### config.mk
export PLATFORM = sky130hd
export DESIGN_NAME = shdd_cordic
export DESIGN_NICKNAME = d
export VERILOG_FILES = /design/src/hw/rtl/shdd_pkg.sv /design/src/hw/rtl/shdd_cordic.sv
export SDC_FILE = /design/constraint.sdc
export NUM_CORES = 1
export LEC_CHECK = 0
export BUFFER_PORTS_ARGS = -buffer_cell sky130_fd_sc_hd__buf_2
export CORE_UTILIZATION = 50
export DETAILED_ROUTE_END_ITERATION = 7
export HOLD_SLACK_MARGIN = 0.12
export PLACE_DENSITY = 0.67
export SETUP_SLACK_MARGIN = 0.5
export SYNTH_ARGS = -nofsm -noshare
export SYNTH_HDL_FRONTEND = slang
export SYNTH_SLANG_ARGS = --single-unit
### constraint.sdc
create_clock -name clk -period 8.1 [get_ports clk]
set_input_delay 0.405 -clock clk [delete_from_list [all_inputs] [get_ports clk]]
set_output_delay 0.405 -clock clk [all_outputs]
set_load 0.02 [all_outputs]
### src/hw/rtl/shdd_pkg.sv
package shdd_pkg;

	// Unit operation select
	typedef enum logic {
		MODE_DIV,
		MODE_SQRT
	} sqdiv_mode_t;

	typedef struct packed {
		logic        start;
		sqdiv_mode_t mode;
		logic [5:0]  steps;
		logic [53:0] operand;
		logic [13:0] divisor;
	} sqdiv_ctl_t;

	typedef struct packed {
		logic        busy;
		logic [53:0] quot;
		logic [26:0] root;
	} sqdiv_sts_t;

	typedef enum logic [3:0] {
		ST_IDLE,
		ST_MAP,
		ST_SQX,
		ST_SQY,
		ST_MAG_GO,
		ST_MAG_WAIT,
		ST_DIV_GO,
		ST_DIV_WAIT,
		ST_RT_GO,
		ST_RT_WAIT,
		ST_MUL1,
		ST_MUL2,
		ST_OUT
	} shdd_state_t;

	localparam logic [5:0] MAG_STEPS  = 6'd13;
	localparam logic [5:0] DIV_STEPS  = 6'd54;
	localparam logic [5:0] RATE_STEPS = 6'd27;

	// atan(2^-i) in 2^-24 turn
	localparam logic [21:0] ATAN_TURN24 [16] = '{
		22'd2097152, 22'd1238021, 22'd654136, 22'd332050,
		22'd166669,  22'd83416,   22'd41718,  22'd20860,
		22'd10430,   22'd5215,    22'd2608,   22'd1304,
		22'd652,     22'd326,     22'd163,    22'd81
	};

endpackage

### src/hw/rtl/shdd_cordic.sv
module shdd_cordic (
	input  logic               clk,
	input  logic               arst_n,
	input  logic               start,
	input  logic signed [13:0] vec_x,
	input  logic signed [13:0] vec_y,
	output logic               busy,
	output logic [15:0]        angle
);
	import shdd_pkg::*;

	logic               busy_q;
	logic [3:0]         cnt_q;
	logic               zero_q;
	logic signed [24:0] x_q;
	logic signed [24:0] y_q;
	logic signed [24:0] ang_q;

	logic signed [24:0] x0;
	logic signed [24:0] y0;
	logic signed [24:0] xs;
	logic signed [24:0] ys;
	logic signed [24:0] step;
	logic signed [24:0] rnd;

	assign x0   = 25'($signed({vec_x, 8'd0}));
	assign y0   = 25'($signed({vec_y, 8'd0}));
	assign xs   = x_q >>> cnt_q;
	assign ys   = y_q >>> cnt_q;
	assign step = $signed({3'd0, ATAN_TURN24[cnt_q]});
	assign rnd  = ang_q + 25'sd128;

	always_ff @(posedge clk or negedge arst_n) begin
		if (!arst_n) begin
			busy_q <= 1'b0;
			cnt_q  <= '0;
		end else if (start) begin
			busy_q <= 1'b1;
			cnt_q  <= '0;
		end else if (busy_q) begin
			cnt_q <= cnt_q + 4'd1;
			if (cnt_q == 4'd15)
				busy_q <= 1'b0;
		end
	end

	always_ff @(posedge clk) begin
		if (start) begin
			zero_q <= (vec_x == 14'sd0) && (vec_y == 14'sd0);
			// fold the left half plane over by half a turn
			if (vec_x[13]) begin
				x_q   <= -x0;
				y_q   <= -y0;
				ang_q <= 25'sd8388608;
			end else begin
				x_q   <= x0;
				y_q   <= y0;
				ang_q <= '0;
			end
		end else if (busy_q) begin
			if (y_q > 25'sd0) begin
				x_q   <= x_q + ys;
				y_q   <= y_q - xs;
				ang_q <= ang_q + step;
			end else begin
				x_q   <= x_q - ys;
				y_q   <= y_q + xs;
				ang_q <= ang_q - step;
			end
		end
	end

	assign busy  = busy_q;
	assign angle = zero_q ? 16'd0 : rnd[23:8];

endmodule

-- Word level (Yosys, flattened, before mapping)
Memory sizes are Yosys's and may differ from the RTL's.
Cells that the tools add are included.
- shift-type cells: 2
- order comparisons: 2
- equal/unequal tests: 1
- reduce and logical (&&, ||, !) cells: 4
- mux-type cells: 20
- bitwise gates (word level): 1
- $add $sub $neg: 10
- operators by type and width (kind ; number):
    $mux W25 ; 11
    $add A25 B25 Y25 ; 2
    $neg A22 Y25 ; 2
    $sshr A25 B4 Y25 ; 2
    $sub A25 B25 Y25 ; 2
    $mux W22 ; 2
    $logic_not A14 Y1 ; 2
    $add A25 B23 Y25 ; 1
    $gt A25 B1 Y1 const B ; 1
    $sub A25 B23 Y25 ; 1
    $add A24 B9 Y24 const B ; 1
    $mux W24 ; 1
    $mux W16 ; 1
    $mux W4 ; 2
    $ge A5 B5 Y1 const B ; 1
    $not A4 Y5 ; 1
    $add A4 B1 Y4 const B ; 1
    $eq A4 B4 Y1 const B ; 1
    $mux W1 ; 3
    $reduce_bool A2 Y1 ; 1
    $logic_and A1 B1 Y1 ; 1
- input bits: 31
- output and inout port bits: 17
- memories kept: 1
- logic and storage cells: 47
- bits in read-only memories: 352
- register bits: 81
- memory list (memory ; depth ; bits a word ; rd ports ; clocked after Yosys merged registers in ; write ports ; line ; text):
    (no name shown) ; 16 ; 22 ; 1 ; 0 ; 0 ; shdd_cordic.sv:30 ; assign step = $signed({3'd0, ATAN_TURN24[cnt_q]});

-- Longest topological paths before layout
- depth after elaboration: 8
- depth in mapped cells: 26

-- Least setup slack after synthesis
No wires, ideal clock.
- path type: reg2reg
- start: register cnt_q[3]
- end: register y_q[23] (data pin)
- cell stages (with the launch flop): 26
- required time: 7833 ps
- path buffers: 7
- setup slack: 2258 ps
- arrival: 5575 ps
- cells stage by stage: dfrtp_1 -> clkbuf_1 -> clkbuf_1 -> buf_1 -> clkbuf_1 -> clkbuf_1 -> clkbuf_1 -> clkbuf_1 -> nand2_1 -> nand2_1 -> ha_1 -> and3_1 -> a32o_1 -> nand4b_1 -> nor2_1 -> nor2_1 -> xnor2_1 -> ha_1 -> a21o_1 -> a211o_1 -> or3_1 -> o21ai_0 -> o21ai_0 -> o41ai_1 -> xor2_1 -> o21ai_0
- word-level cells in the longest chain between the ends: 5
- ends and longest elaborated chain (element ; line ; text):
    from (decl) ; shdd_cordic.sv:13 ; logic [3:0] cnt_q;
    from (signal assigned) ; shdd_cordic.sv:41 ; cnt_q <= cnt_q + 4'd1;
    $sshr A25 B4 Y25 (*) ; shdd_cordic.sv:28 ; assign xs = x_q >>> cnt_q;
    $add A25 B25 Y25 or $sub A25 B25 Y25 (tied branches) ; shdd_cordic.sv:67, shdd_cordic.sv:63 ;
    $mux W25 (*) ; shdd_cordic.sv:61 ; if (y_q > 25'sd0) begin
    $mux W25 (*) ; shdd_cordic.sv:60 ; end else if (busy_q) begin
    $mux W25 (*) ; shdd_cordic.sv:48 ; if (start) begin
    to (signal assigned) ; shdd_cordic.sv:53 ; y_q <= -y0;
    to (signal assigned) ; shdd_cordic.sv:63 ; y_q <= y_q - xs;
    to (signal assigned) ; shdd_cordic.sv:67 ; y_q <= y_q + xs;
    to (decl) ; shdd_cordic.sv:16 ; logic signed [24:0] y_q;
Every way passes the cells marked *; elsewhere a longest branch is shown, timed or not. The select of a mux whose other input is x is not followed.
A chain may end at the register's enable or synchronous reset.

-- Worst setup path after layout
- start: register cnt_q[2]
- end: register y_q[23] (data pin)
Same word-level chain as after synthesis.

==> impl_metrics.py <==
metrics = {
    "outcome": {
        "status": "complete, no violations",
    },
    "worst_setup_path": {
        "reg2reg_depth": 20,
        "r2r_start": "cnt_q[2]",
        "endpoint_kind": "flop",
        "required_ps": 8190,
        "critical_path_class": "reg -> reg",
        "cp_max_fo": 73,
        "timing.reg2reg.setup_slack_ps": 1550,
        "r2r-end": "y_q[23]",
        "start_kind": "flop",
        "arrival_ps": 6650,
    },
    "place": {
        "finalWeightedCongestion": 0.9727,
        "place_hpwl_um": 25540,
        "port_buffers": 47,
        "placed_cells": 1725,
    },
    "synth": {
        "netlist_area_mm2": 0.01199,
        "synth.largest_area_cell": "edfxtp_1",
        "synth_warnings": 0,
        "netlist-cell-type-count": 77,
        "ys_ff_latch": 80,
        "syn-num-nets": 1549,
        "synth_edf_count": 75,
        "syn-mean-instance-area_um2": 8.397,
        "synth_top_area_frac": 0.1878,
        "synth_area_leaders": "edfxtp_1, mux4_2, ha_1, xnor2_1, nor2_1",
        "synthCells": 1428,
        "yosysSeqAreaShare": 0.1983,
        "ys.flop_type": "edfxtp_1",
        "synthArstFlopShare": 0.06250,
    },
    "timing": {
        "setup_tns_ps": 0,
        "drv_slew": 0,
        "period_share": 0.8089,
        "skew_ps": 15.94,
        "rsz0062_at_grt": "false",
        "setup_viol": 0,
        "worst_slew_pin_slew_ps": 1127,
        "fin_crit_ps": 6552,
        "relSlewSlack": 0.2486,
        "fmax_ghz": 0.1526,
        "hold_violations": 0,
    },
    "route": {
        "routed_wl_um": 33890,
        "drt-pass1-iter-count": 5,
        "post_drt_wl_per_cell_um": 19.44,
        "antenna_left": 0,
        "wl_met2_um": 14510,
        "first_iter_violations": 1123,
        "dr_wl_met3_um": 3032,
        "drc": 0,
        "wl_met1_um": 15540,
        "route.vias.total": 11080,
        "dr.max_layer_used": "met4",
        "vias_per_cell": 6.356,
    },
    "die": {
        "core_mm2": 0.02347,
        "fp.dieArea_mm2": 0.02460,
        "io_pins": 48,
        "die_w_um": 156.9,
        "rows": 56,
        "fp.dieH_um": 156.9,
        "start_util": 0.5108,
    },
    "clock_network": {
        "clock_latency_ps": 370,
        "clk_pin_slew_worst_paths_ps": 70,
        "cts-resized-gates": 0,
        "clock_sinks": 80,
        "clockRootBuffer": "clkbuf_16",
        "cts_tree": "yes",
        "numCtsBuffers": 9,
        "cts_buffer_depth": 2,
        "h-tree-depth": 3,
    },
    "global_routing": {
        "grt_overflow": 0,
        "grt_pass1_vias": 9877,
        "grt_pass1_wl_um": 53610,
        "antenna_found_initial": 2,
        "grt_start_max_net_pins": 75,
        "grt_usage": 0.2799,
    },
    "layout": {
        "final_cell_mix": "nor2_1, nand2_1, a21oi_1, o21ai_0, ha_1",
        "final_cells": 1743,
        "nets": 1539,
        "drive_above_1_share": 0.1181,
        "final_util": 0.5404,
        "final_common_cell": "nor2_1",
        "fill_cells": 2200,
        "syn_to_final_growth_pct": 5.792,
    },
    "job": {
        "maxCapViolations": 0,
    },
    "hold_path": {
        "hold_class": "in -> async",
    },
}
## layout make-up
class | instances | area, um2 | area share
well taps | 319 | 399.1 | 0.03147
repair buffers | 58 | 320.3 | 0.02525
clock inverters | 7 | 68.82 | 0.005425
inverters | 42 | 157.7 | 0.01243
diodes | 1 | 2.502 | 0.0001973
multi-input cells | 1227 | 9124 | 0.7193
flip-flops and latches | 80 | 2387 | 0.1882
clock buffers | 9 | 225.2 | 0.01775
## critical path, cell delays in order (launching register included)
cell	delay (ps)
dfrtp_4	790
buf_4	370
nor2_1	600
a22oi_1	150
a31o_2	290
o32ai_1	630
nand4b_1	320
nor2_1	380
nor3_1	110
a211o_1	300
o221a_2	130
ha_1	350
nand3_1	160
nor2_1	60
a211o_1	280
or3_1	300
o21ai_0	250
o21ai_0	180
o41ai_1	330
xor2_1	180
o21ai_0	80
## cells by family after synthesis
kind of cell | share of synthesized area
AOI/OAI and AO/OA | 0.2044
xor gates and xnor gates | 0.1132
adders and majority gates | 0.09579
buffers and inverters | 0.04122
DFF | 0.1983
muxes | 0.1597
and+or+nand+nor | 0.1874
## per-stage QoR
step	setup slack (ps)	hold WS (ps)	instance area (um2)
after global routing	1064	423.0	12680
final	1548	395.8	12680
after global placement	1852	232.0	12380
after floorplan	2258	109.4	11990
after detailed placement	1724	232.1	12380
after CTS	1703	402.3	12680
## cell usage after synthesis, types with 10 or more instances
library cell / instances
a21oi_1: 112
and3_1: 15
o21ai_0: 97
nand2b_1: 21
nor2_1: 163
mux2i_1: 54
nor2b_1: 20
a211oi_1: 10
o31ai_1: 17
xor2_1: 69
a31oi_1: 22
xnor2_1: 86
edfxtp_1: 75
buf_2: 11
nor4_1: 15
or3_1: 13
or2_2: 13
nand3_1: 36
a21o_1: 25
inv_1: 41
clkbuf_1: 50
mux4_2: 49
buf_1: 12
mux2_2: 17
o21a_1: 11
and2_1: 11
ha_1: 87
nor3_1: 27
nand2_1: 115
## state kept, by name, summed over array words and instances (netlist names)
signal,count
ang_q,24
busy,1
cnt_q,4
x_q,25
y_q,25
zero_q,1
## timing repair
action / 4_1_cts / 5_1_grt
endpoints found under the hold margin: 5 / 0
hold buffers: 1 / 0
setup buffers: 0 / 0
## worst max path at each step
stage / start / end / slack, ps / depth (start not counted)
2_1_floorplan: cnt_q[3] / y_q[23] / 2260 / 25
3_3_place_gp: cnt_q[0] / x_q[24] / 1850 / 19
3_5_place_dp: cnt_q[0] / x_q[24] / 1720 / 19
4_1_cts: cnt_q[2] / y_q[23] / 1700 / 20
5_1_grt: cnt_q[2] / y_q[23] / 1060 / 19
6_report: cnt_q[2] / y_q[23] / 1550 / 20
## per-layer routing
layer / track usage / vias to the layer above
met1: 0.4057 / 5245
met3: 0.06342 / 54
met5: 0 / -
met2: 0.4080 / 480
li1: - / 5299
met4: 0.08777 / 0
Power is left out: the tool's default activity adds up to more than one toggle a clock period on the data nets, which glitch-free logic cannot reach.
