$ cat src/hw/rtl/shdd_pkg.sv
package shdd_pkg;

	// Unit operation select
	typedef enum logic {
		MODE_DIV,
		MODE_SQRT
	} sqdiv_mode_t;

	typedef struct packed {
		logic        start;
		sqdiv_mode_t mode;
		logic [5:0]  steps;
		logic [53:0] operand;
		logic [13:0] divisor;
	} sqdiv_ctl_t;

	typedef struct packed {
		logic        busy;
		logic [53:0] quot;
		logic [26:0] root;
	} sqdiv_sts_t;

	typedef enum logic [3:0] {
		ST_IDLE,
		ST_MAP,
		ST_SQX,
		ST_SQY,
		ST_MAG_GO,
		ST_MAG_WAIT,
		ST_DIV_GO,
		ST_DIV_WAIT,
		ST_RT_GO,
		ST_RT_WAIT,
		ST_MUL1,
		ST_MUL2,
		ST_OUT
	} shdd_state_t;

	localparam logic [5:0] MAG_STEPS  = 6'd13;
	localparam logic [5:0] DIV_STEPS  = 6'd54;
	localparam logic [5:0] RATE_STEPS = 6'd27;

	// atan(2^-i) in 2^-24 turn
	localparam logic [21:0] ATAN_TURN24 [16] = '{
		22'd2097152, 22'd1238021, 22'd654136, 22'd332050,
		22'd166669,  22'd83416,   22'd41718,  22'd20860,
		22'd10430,   22'd5215,    22'd2608,   22'd1304,
		22'd652,     22'd326,     22'd163,    22'd81
	};

endpackage

$ cat src/hw/rtl/shdd_sqdiv.sv
module shdd_sqdiv (
	input  logic                   clk,
	input  logic                   arst_n,
	input  shdd_pkg::sqdiv_ctl_t   ctl,
	output shdd_pkg::sqdiv_sts_t   sts
);
	import shdd_pkg::*;

	logic        busy_q;
	logic [5:0]  cnt_q;
	sqdiv_mode_t mode_q;
	logic [53:0] s_q;
	logic [29:0] r_q;
	logic [26:0] root_q;
	logic [13:0] div_q;

	logic [29:0] r_sh;
	logic [29:0] trial;
	logic [29:0] r_dif;
	logic        take;

	// one restoring step: shift in operand bits, compare, subtract
	always_comb begin
		if (mode_q == MODE_DIV) begin
			r_sh  = {r_q[28:0], s_q[53]};
			trial = {16'd0, div_q};
		end else begin
			r_sh  = {r_q[27:0], s_q[53:52]};
			trial = {1'b0, root_q, 2'b01};
		end
		take  = (r_sh >= trial);
		r_dif = r_sh - trial;
	end

	always_ff @(posedge clk or negedge arst_n) begin
		if (!arst_n) begin
			busy_q <= 1'b0;
			cnt_q  <= '0;
			mode_q <= MODE_DIV;
		end else if (ctl.start) begin
			busy_q <= 1'b1;
			cnt_q  <= ctl.steps;
			mode_q <= ctl.mode;
		end else if (busy_q) begin
			cnt_q <= cnt_q - 6'd1;
			if (cnt_q == 6'd1)
				busy_q <= 1'b0;
		end
	end

	always_ff @(posedge clk) begin
		if (ctl.start) begin
			s_q    <= ctl.operand;
			r_q    <= '0;
			root_q <= '0;
			div_q  <= ctl.divisor;
		end else if (busy_q) begin
			r_q <= take ? r_dif : r_sh;
			if (mode_q == MODE_DIV) begin
				s_q <= {s_q[52:0], take};
			end else begin
				s_q    <= {s_q[51:0], 2'b00};
				root_q <= {root_q[25:0], take};
			end
		end
	end

	assign sts.busy = busy_q;
	assign sts.quot = s_q;
	assign sts.root = root_q;

endmodule

$ cat config.mk
export PLATFORM = sky130hd
export DESIGN_NAME = shdd_sqdiv
export DESIGN_NICKNAME = d
export VERILOG_FILES = /design/src/hw/rtl/shdd_pkg.sv /design/src/hw/rtl/shdd_sqdiv.sv
export SDC_FILE = /design/constraint.sdc
export NUM_CORES = 1
export LEC_CHECK = 0
export BUFFER_PORTS_ARGS = -buffer_cell sky130_fd_sc_hd__clkbuf_2
export CORE_MARGIN = 1.5
export CORE_UTILIZATION = 40
export DETAILED_ROUTE_END_ITERATION = 8
export GPL_TIMING_DRIVEN = 1
export PLACE_DENSITY_LB_ADDON = 0.08
export SYNTH_ARGS = -nofsm -noshare
export SYNTH_HDL_FRONTEND = slang
export SYNTH_SLANG_ARGS = --single-unit
export TNS_END_PERCENT = 20
$ cat constraint.sdc
create_clock -name clk -period 5 [get_ports clk]
set_clock_uncertainty 0.1 [all_clocks]
set_input_delay 0.5 -clock clk [delete_from_list [all_inputs] [get_ports clk]]
set_output_delay 0.5 -clock clk [all_outputs]
set_load 0.01 [all_outputs]
* Yosys cells after proc, flatten, opt, wreduce, memory -nomap -nowiden *
Index checks and enable logic that the tools add are counted.

word-level totals
  register bits after elaboration = 132
  output and inout port bits = 82
  word-level logic and storage cells = 24

cells by class
  $add $sub $neg = 2
  $lt $le $gt $ge = 1
  eq/ne operators = 1
  mux-type cells = 11
  reduce and logical (&&, ||, !) cells = 2

operator list
  cell                 number
  $mux 54              3
  $mux 29              2
  $ge 30x29->1         1
  $mux 30              1
  $sub 29x29->29       1
  $mux 6               2
  $eq 6x1->1 const B   1
  $sub 6x1->6 const B  1
  $mux 1               3
  $reduce_and 2->1     1
  $reduce_bool 2->1    1

* Longest topological paths before layout *
Gate-level depths: netlist of the first run.

  word-level depth = 5
  mapped depth = 18
  mapped depth without buffers = 12

* Worst setup path after synthesis of the first run *
OpenSTA, ideal clock, no wires.

  path type = flip-flop to flip-flop
  start = register mode_q
  end = register s_q[0], data pin
  setup time = 0.256 ns
  data arrival time = 3.786 ns
  data required time = 4.644 ns
  setup slack = 0.857 ns
  cell stages (with the launch flop) = 18
  path buffers = 6
  path through = dfrtp_1 -> buf_2 -> buf_1 -> buf_2 -> buf_1 -> or2_2 -> ha_1 -> inv_1 -> fa_1 -> a21oi_1 -> o211ai_2 -> nand4_1 -> a21o_2 -> a21oi_2 -> o41a_4 -> buf_6 -> buf_6 -> a22o_1

between the ends
  word-level cells in the longest chain between the ends = 5
  elaborated cells between the ends (all ways) = 6
  classes of those cells = 1 x order compare; 5 x mux

RTL lines
  element                             RTL line          RTL
  start, declared                     shdd_sqdiv.sv:11  sqdiv_mode_t mode_q;
  start signal, assigned              shdd_sqdiv.sv:43  mode_q <= ctl.mode;
  $mux 30 or $mux 29 (tied branches)  shdd_sqdiv.sv:24  if (mode_q == MODE_DIV) begin
  $ge 30x29->1                        shdd_sqdiv.sv:31  take = (r_sh >= trial);
  $mux 54 (*)                         shdd_sqdiv.sv:59  if (mode_q == MODE_DIV) begin
  $mux 54 (*)                         shdd_sqdiv.sv:57  end else if (busy_q) begin
  $mux 54 (*)                         shdd_sqdiv.sv:52  if (ctl.start) begin
  end signal, assigned                shdd_sqdiv.sv:53  s_q <= ctl.operand;
  end signal, assigned                shdd_sqdiv.sv:60  s_q <= {s_q[52:0], take};
  end signal, assigned                shdd_sqdiv.sv:62  s_q <= {s_q[51:0], 2'b00};
  end, declared                       shdd_sqdiv.sv:12  logic [53:0] s_q;

Every way passes the cells marked *; elsewhere a longest branch is shown, timed or not. The select of a mux whose other input is x is not followed.
A chain may end at the register's enable or synchronous reset.

* Worst setup path in the final report of the first run *
  start = register mode_q
  end = register r_q[18]

between the ends
  word-level cells in the longest chain between the ends = 3
  elaborated cells between the ends (all ways) = 5
  classes of those cells = 1 x add/sub; 1 x order compare; 3 x mux

RTL lines
  element                                         RTL line                            RTL
  $mux 30 or $mux 29 (tied branches)              shdd_sqdiv.sv:24
  $sub 29x29->29 or $ge 30x29->1 (tied branches)  shdd_sqdiv.sv:32, shdd_sqdiv.sv:31
  $mux 29 (*)                                     shdd_sqdiv.sv:58                    r_q <= take ? r_dif : r_sh;
  end signal, assigned                            shdd_sqdiv.sv:58
  end, declared                                   shdd_sqdiv.sv:13                    logic [29:0] r_q;

Every way passes the cells marked *; elsewhere a longest branch is shown, timed or not.

==> impl_metrics.csv, run 1 <==
group,metric,value,unit
status,status,"completed",
pwr,p_int,3.24,mW
worst_hold_path,hold_start,"ctl[4]",
pwr,vdd_drop_max,0.000322,V
cells_and_area,ff_latch_area,0.00337,mm2
critical_path,r2r_start,"mode_q$_DFFE_PN0P_",
route,drt_pass1_iterations,4,
synthesis,synth_edf_count,68,
sta,max_freq,238,MHz
critical_path,cp-startpoint,"mode_q$_DFFE_PN0P_",
route,wl_per_cell,16.1,um
job,max_cap_viol_count,0,
critical_path,slowest_stage,"dfrtp_4",
cts,clock_path_buffers,2,
synthesis,synth_largest_area_cell,"edfxtp_1",
synthesis,yosysMostFrequentCell,"nand2_1",
cts,post_cts_buffers,0,
floorplan,dieArea,0.0210,mm2
floorplan,initial_core_util,0.411,
sta,rsz0062_at_grt,"no",
synthesis,synth_ff_type,"edfxtp_1",
critical_path,crit_path_max_incr_delay,0.92,ns
sta,tightestPinTransition,1.13,ns
critical_path,start_kind,"flop",
critical_path,worst-path-stages,10,
cells_and_area,fill_cells,1924,
cts,insertion_delay,0.42,ns
critical_path,cp_cell_sequence,"mux2_2 > ha_1 > and3_1 > nand2_1 > nor3_1 > a41o_1 > a21o_1 > o41a_4 > o311ai_0 > a311oi_1",
critical_path,reg2reg_to,"r_q[18]$_SDFFE_PP0P_",
placement,port_buffers,159,
route,antenna_left,0,
synthesis,netlist.area_leader.share,0.254,
sta,slew-limit-headroom,0.242,
pwr,comb_power_share,0.473,
floorplan,coreArea,0.0196,mm2
worst_hold_path,hold-path-cell-count,1,
critical_path,worstRegToRegCells,10,
grt,antenna_found_initial,0,
critical_path,cp_data_required_time,5.24,ns
synthesis,synth_area_leaders,"edfxtp_1 25%, dfxtp_1 14%, mux2i_1 10%",
route,drc,0,
cells_and_area,design_area,0.00958,mm2
worst_hold_path,hold_path_class,"in -> reg",
pwr,p_clk_frac,0.246,
critical_path,crit_arrival,4.44,ns
synthesis,ys_types,69,
route,wirelength,20500,um
floorplan,dieHeight,145,um
cts,root_buffer,"clkbuf_16",
cts,clkSinkCount,132,
critical_path,critical-path-top-delay-family,"compound AO/OA/AOI/OAI gates",
floorplan,fp.dieW,145,um
sta,final-hold-violation-count,0,
synthesis,yosysSeqAreaShare,0.418,
placement,dpl.cell_count,1238,
route,vias_per_cell,5.24,
sta,fin_crit_sh,0.842,
grt,grt_pass1_vias,6340,
pwr,p_leak,4.20,nW
cts,htree_levels,4,
sta,finalSetupViolCount,0,
synthesis,synthArstFlopShare,0.0606,
pwr,netSwitchingPower,2.06,mW
cells_and_area,area_growth_syn_to_layout,19.1,%
critical_path,ff2ff_setup_slack,0.79,ns
cells_and_area,drive_gt1_frac,0.242,
synthesis,synth_area_per_cell,9.30,um2
grt,grt_max_degree,85,
cells_and_area,multi_input_area,0.00435,mm2
pwr,seq_power_share,0.282,
placement,pre_cts_slack,0.839,ns
cells_and_area,finish.utilization,0.489,
critical_path,path_class,"reg -> reg",
pwr,switching_share,0.388,
cells_and_area,fin_cells,1271,
placement,gp_congestion,0.834,
route,vias,6661,
worst_hold_path,hold_end,"div_q[4]$_DFFE_PP_",
cells_and_area,nets,1103,
grt,grt_pass1_wl,32600,um
cells_and_area,n_antenna_cell,0,
floorplan,io_pins,160,
grt,track_usage,0.198,
critical_path,endpoint_kind,"flop",
synthesis,syn-num-nets,975,
synthesis,syn-instance-count,865,
placement,place_area,0.00896,mm2
sta,finalSetupTns,0,ns
cts,cts_tree,"done",
critical_path,worst-path-buf-inv,0,
placement,hpwl,14200,um
sta,setup_slack,0.791,ns
synthesis,synth_warnings,0,
pwr,p_per_area,553,mW/mm2
critical_path,worstPathMaxFanout,62,
synthesis,synthTopCellsByCount,"167 x nand2_1, 84 x o21ai_0, 81 x mux2i_1, 68 x edfxtp_1, 56 x dfxtp_1",
sta,slew_violations,0,
synthesis,synth-seq-cells,132,
sta,layout_min_cycle_time,4.21,ns
route,drt_iter0_markers,397,
cts,cts_buffers,17,
floorplan,rows,51,
cts,cts.clk_slew.worst_paths,0.06,ns
grt,overflow,0,
synthesis,synthesis.area,0.00804,mm2
## per-stage QoR
stage / hold WS [ns] / power [mW]
floorplan: 0.104 / 3.50
global placement: 0.262 / 4.00
detailed placement: 0.258 / 4.00
CTS: 0.137 / 5.33
global route: 0.129 / 5.70
finish: 0.145 / 5.30
## routing by layer
metal | up-vias | part of all wire | GRT usage
li1 | 3409 | - | -
met3 | 23 | 0.041 | 0.0405
met1 | 3100 | 0.48 | 0.275
met2 | 129 | 0.46 | 0.312
met4 | 0 | 0.015 | 0.0548
met5 | - | 0 | 0
## cells in the final DEF (no fill, tap or decap), drive strengths merged, types with 7 or more instances in the layout
cell type / n
and3: 7
a21oi: 53
a211oi: 15
nand3: 13
edfxtp: 68
ha: 31
buf: 8
dfxtp: 56
nor2: 38
mux2: 27
xnor2: 11
inv: 20
nand2: 167
clkbuf: 176
nor3: 9
dfrtp: 8
xor2: 13
o21ai: 87
mux2i: 81
a21o: 13
## final cells by class
type / instances / area share
clock buffers: 18 / 0.0448
clock inverters: 14 / 0.0183
inverters: 16 / 0.00627
multi-input cells: 659 / 0.454
flip-flops and latches: 132 / 0.352
well taps: 265 / 0.0346
repair buffers: 167 / 0.0903
## kinds of logic (layout without fill, tap and decap cells)
kind of cell             count (synthesis)  in the layout  share of synthesized area
adder cells (fa/ha/maj)                 32             32                     0.0507
XOR/XNOR                                24             24                     0.0261
multiplexers                           108            108                      0.139
AO/OA/AOI/OAI                          225            225                      0.177
AND/OR/NAND/NOR                        270            270                      0.148
buffers and inverters                   74            215                     0.0409
flip-flops                             132            132                      0.418
## timing repair
| item | CTS | global route |
|---|---|---|
| resized for setup | 0 | 0 |
| hold buffers | 1 | 0 |
| setup endpoints to repair | 0 | 0 |
| hold endpoints to repair | 8 | 0 |
## worst max-delay path by stage
stage,end,slack (ns)
4_1_cts,r_q[18]$_SDFFE_PP0P_,0.82
2_1_floorplan,s_q[0]$_DFFE_PP_,0.86
3_3_place_gp,r_q[18]$_SDFFE_PP0P_,0.90
5_1_grt,r_q[18]$_SDFFE_PP0P_,0.46
3_5_place_dp,r_q[18]$_SDFFE_PP0P_,0.84
6_report,r_q[18]$_SDFFE_PP0P_,0.79
## registers in the layout, indices dropped and copies added (netlist names)
name,flops
cnt_q,6
busy_q,1
s_q,54
r_q,29
div_q,14
root_q,27
mode_q,1
## power groups by stage
stage | Clock [mW] | Sequential (mW) | Combinational (mW)
after floorplan | 0 | 1.49 | 2.01
final | 1.30 | 1.49 | 2.50
after detailed placement | 0 | 1.51 | 2.49
after CTS | 1.33 | 1.49 | 2.50
after global routing | 1.39 | 1.52 | 2.79
after global placement | 0 | 1.52 | 2.48
Power figures use the tool's default switching activity.
==> run 2, diff against run 1 <==
- ABC_AREA: not set -> 1
- clock period: 5 -> 3.9 ns (I/O delays scaled with it)
==> run 2 against run 1 <==
Compared with the run above:
- non-clock buffer count increased by 3
- total power is 27% higher
- register-to-register slack lost 0.26 ns
- worst hold slack worse by 0.10 ns
- critical endpoint is now s_q[0]$_DFFE_PP_
- routed wire length increased by 20%
- critical path depth is 3 higher
- global-route usage grew 3.0 points
- largest cell class unchanged
- cell count up 28%
- first-iteration DRC count grew 36%
- die area increased by 5.5%
==> impl_metrics.csv, run 2 <==
group,metric,value,unit
grt,top_usage_layer,"met2",
cells_and_area,nets,1454,
sta,finalSetupTns,0,ns
cts,post_cts_buffers,0,
cells_and_area,ff_latch_area,0.00336,mm2
cts,cts.clk_slew.worst_paths,0.06,ns
grt,grt_use_met2,0.356,
route,vias,8090,
synthesis,synth_largest_area_cell,"edfxtp_1",
sta,max_freq,297,MHz
sta,setup_slack,0.535,ns
critical_path,critical-path-top-delay-family,"simple AND/OR/NAND/NOR gates",
cts,cts_resized,0,
cells_and_area,n_antenna_cell,0,
cts,postCtsHoldBufs,1,
floorplan,coreArea,0.0210,mm2
cts,htree_levels,4,
cells_and_area,drive_gt1_frac,0.174,
critical_path,crit_path_max_incr_delay,0.55,ns
critical_path,worst-path-buf-inv,3,
synthesis,synth_area_per_cell,7.07,um2
synthesis,ys_types,40,
grt,grt_pass1_vias,7713,
synthesis,synth_ff_type,"edfxtp_1",
grt,overflow,0,
floorplan,rows,53,
critical_path,cp_data_required_time,3.94,ns
route,wl_per_cell,15.1,um
critical_path,slowest_stage,"dfrtp_2",
cells_and_area,layout_common_cells,"375 x nand2_1, 211 x inv_1, 158 x clkbuf_2, 83 x nand3_1",
cts,insertion_delay,0.42,ns
critical_path,cpMostUsedCell,"nand2_1",
synthesis,synth_warnings,0,
synthesis,synthArstFlopShare,0.0606,
grt,track_usage,0.228,
cts,clkSinkCount,132,
synthesis,synth_area_leaders,"edfxtp_1 24%, nand2_1 17%, dfxtp_1 13%",
cts,cts_tree,"done",
critical_path,endpoint_kind,"flop",
job,max_cap_viol_count,0,
synthesis,netlist.area_leader.share,0.240,
placement,hpwl,18600,um
sta,slew-limit-headroom,0.313,
cells_and_area,final_common_cell,"nand2_1",
synthesis,synth_edf_count,68,
synthesis,synthesis.area,0.00849,mm2
floorplan,io_pins,160,
cells_and_area,area_growth_syn_to_layout,19.3,%
grt,use_met3,0.0653,
route,drt_pass1_iterations,5,
cells_and_area,multi_input_area,0.00410,mm2
route,vias_per_cell,4.96,
critical_path,worstPathMaxFanout,23,
cells_and_area,largest_reg_flops,54,
pwr,p_leak,5.21,nW
route,wirelength,24600,um
floorplan,initial_core_util,0.405,
floorplan,dieHeight,149,um
grt,antenna_found_initial,0,
sta,final-hold-violation-count,0,
cells_and_area,fill_cells,2192,
floorplan,fp.dieW,149,um
route,drc,0,
synthesis,synthTopCellsByCount,"376 x nand2_1, 211 x inv_1, 83 x nand3_1, 71 x nor2_1, 70 x o21ai_0",
route,drt_iter0_markers,540,
cells_and_area,regMostFlops,"s_q",
synthesis,yosysMostFrequentCell,"nand2_1",
sta,tightestPinTransition,1.03,ns
critical_path,crit_arrival,3.41,ns
critical_path,cp_cell_sequence,"inv_4 > or2_2 > o21ai_0 > inv_1 > fa_1 > nand2_1 > nand3_1 > nand2_1 > nand2_1 > nand2_1 > nand3_4 > inv_2 > o21ai_1",
status,status,"completed",
floorplan,dieArea,0.0221,mm2
grt,grt_pass1_wl,39700,um
sta,rsz0062_at_grt,"no",
placement,pre_cts_slack,0.535,ns
synthesis,syn-num-nets,1311,
synthesis,yosysSeqAreaShare,0.396,
sta,fin_crit_sh,0.863,
worst_hold_path,hold_path_class,"in -> reg",
sta,finalSetupViolCount,0,
pwr,vdd_drop_max,0.000330,V
sta,slew_violations,0,
synthesis,syn-instance-count,1201,
placement,gp_congestion,0.931,
critical_path,start_kind,"flop",
cts,root_buffer,"clkbuf_16",
sta,layout_min_cycle_time,3.36,ns
cts,clock_path_buffers,2,
cells_and_area,top_regs,"s_q: 54 flops, r_q: 29 flops, root_q: 27 flops",
route,antenna_left,0,
grt,grt_max_degree,73,
pwr,finalPower,6.73,mW
cts,cts_buffers,17,
pwr,p_per_area,664,mW/mm2
critical_path,path_class,"reg -> reg",
synthesis,synth-seq-cells,132,
grt,grtUsageMet1,0.312,
cells_and_area,finish.utilization,0.484,
placement,port_buffers,159,
[run 2: cell count changes after synthesis, sizes merged, moves of 13 or more]
| cell | previous run | this run |
|---|---|---|
| a21oi | 53 | 30 |
| mux2 | 27 | 0 |
| mux2i | 81 | 1 |
| nor2 | 38 | 77 |
| nand2 | 167 | 381 |
| a211oi | 15 | 1 |
| inv | 16 | 215 |
| o221ai | 0 | 55 |
| nand3 | 13 | 85 |
| a21o | 13 | 0 |
[run 2: path summary, 6_finish.rpt]
check / startpoint / to / slack (ns) / depth (start not counted)
min: ctl[8] / div_q[8]$_DFFE_PP_ / 0.04 / 1
max in group asynchronous: arst_n / mode_q$_DFFE_PN0P_ / 3.22 / 2
max reg2reg: mode_q$_DFFE_PN0P_ / s_q[0]$_DFFE_PP_ / 0.54 / 13
min reg2reg: r_q[25]$_SDFFE_PP0P_ / r_q[25]$_SDFFE_PP0P_ / 0.36 / 2
max: mode_q$_DFFE_PN0P_ / s_q[0]$_DFFE_PP_ / 0.54 / 13
min in group asynchronous: arst_n / cnt_q[0]$_DFFE_PN0P_ / 0.27 / 2
[run 2: kinds of logic after synthesis]
group           synth area share
flops                      0.396
simple gates               0.288
xor+xnor                  0.0165
compound gates             0.128
buf+inv                    0.123
fa+ha+maj                 0.0480
mux                      0.00118
[run 2: metrics by stage]
step	cell area, um2	cells	hold slack, ns
detailed placement	9510	1599	0.157
floorplan	8490	1201	-0.00559
CTS	10100	1632	0.0270
finish	10100	1632	0.0417
global route	10100	1632	0.0247
global placement	9510	1599	0.157
[run 2: layer usage]
layer | share of wire | wire [um]
met4 | 0.0093 | 229
met1 | 0.47 | 11700
met2 | 0.45 | 11000
met3 | 0.070 | 1720
met5 | 0 | 0
[run 2: report_power, final]
part	total, mW	switching (mW)	internal [mW]
Sequential	1.92	0.171	1.75
Clock	1.71	0.685	1.03
Combinational	3.09	2.02	1.07
Total	6.73	2.87	3.85
[run 2: cell type report]
type,count,share of cell area
Multi-Input combinational cell,805,0.404
Sequential cell,132,0.332
Timing Repair Buffer,170,0.0881
Inverter,218,0.0810
Clock buffer,18,0.0423
Tap cell,275,0.0339
Clock inverter,14,0.0188
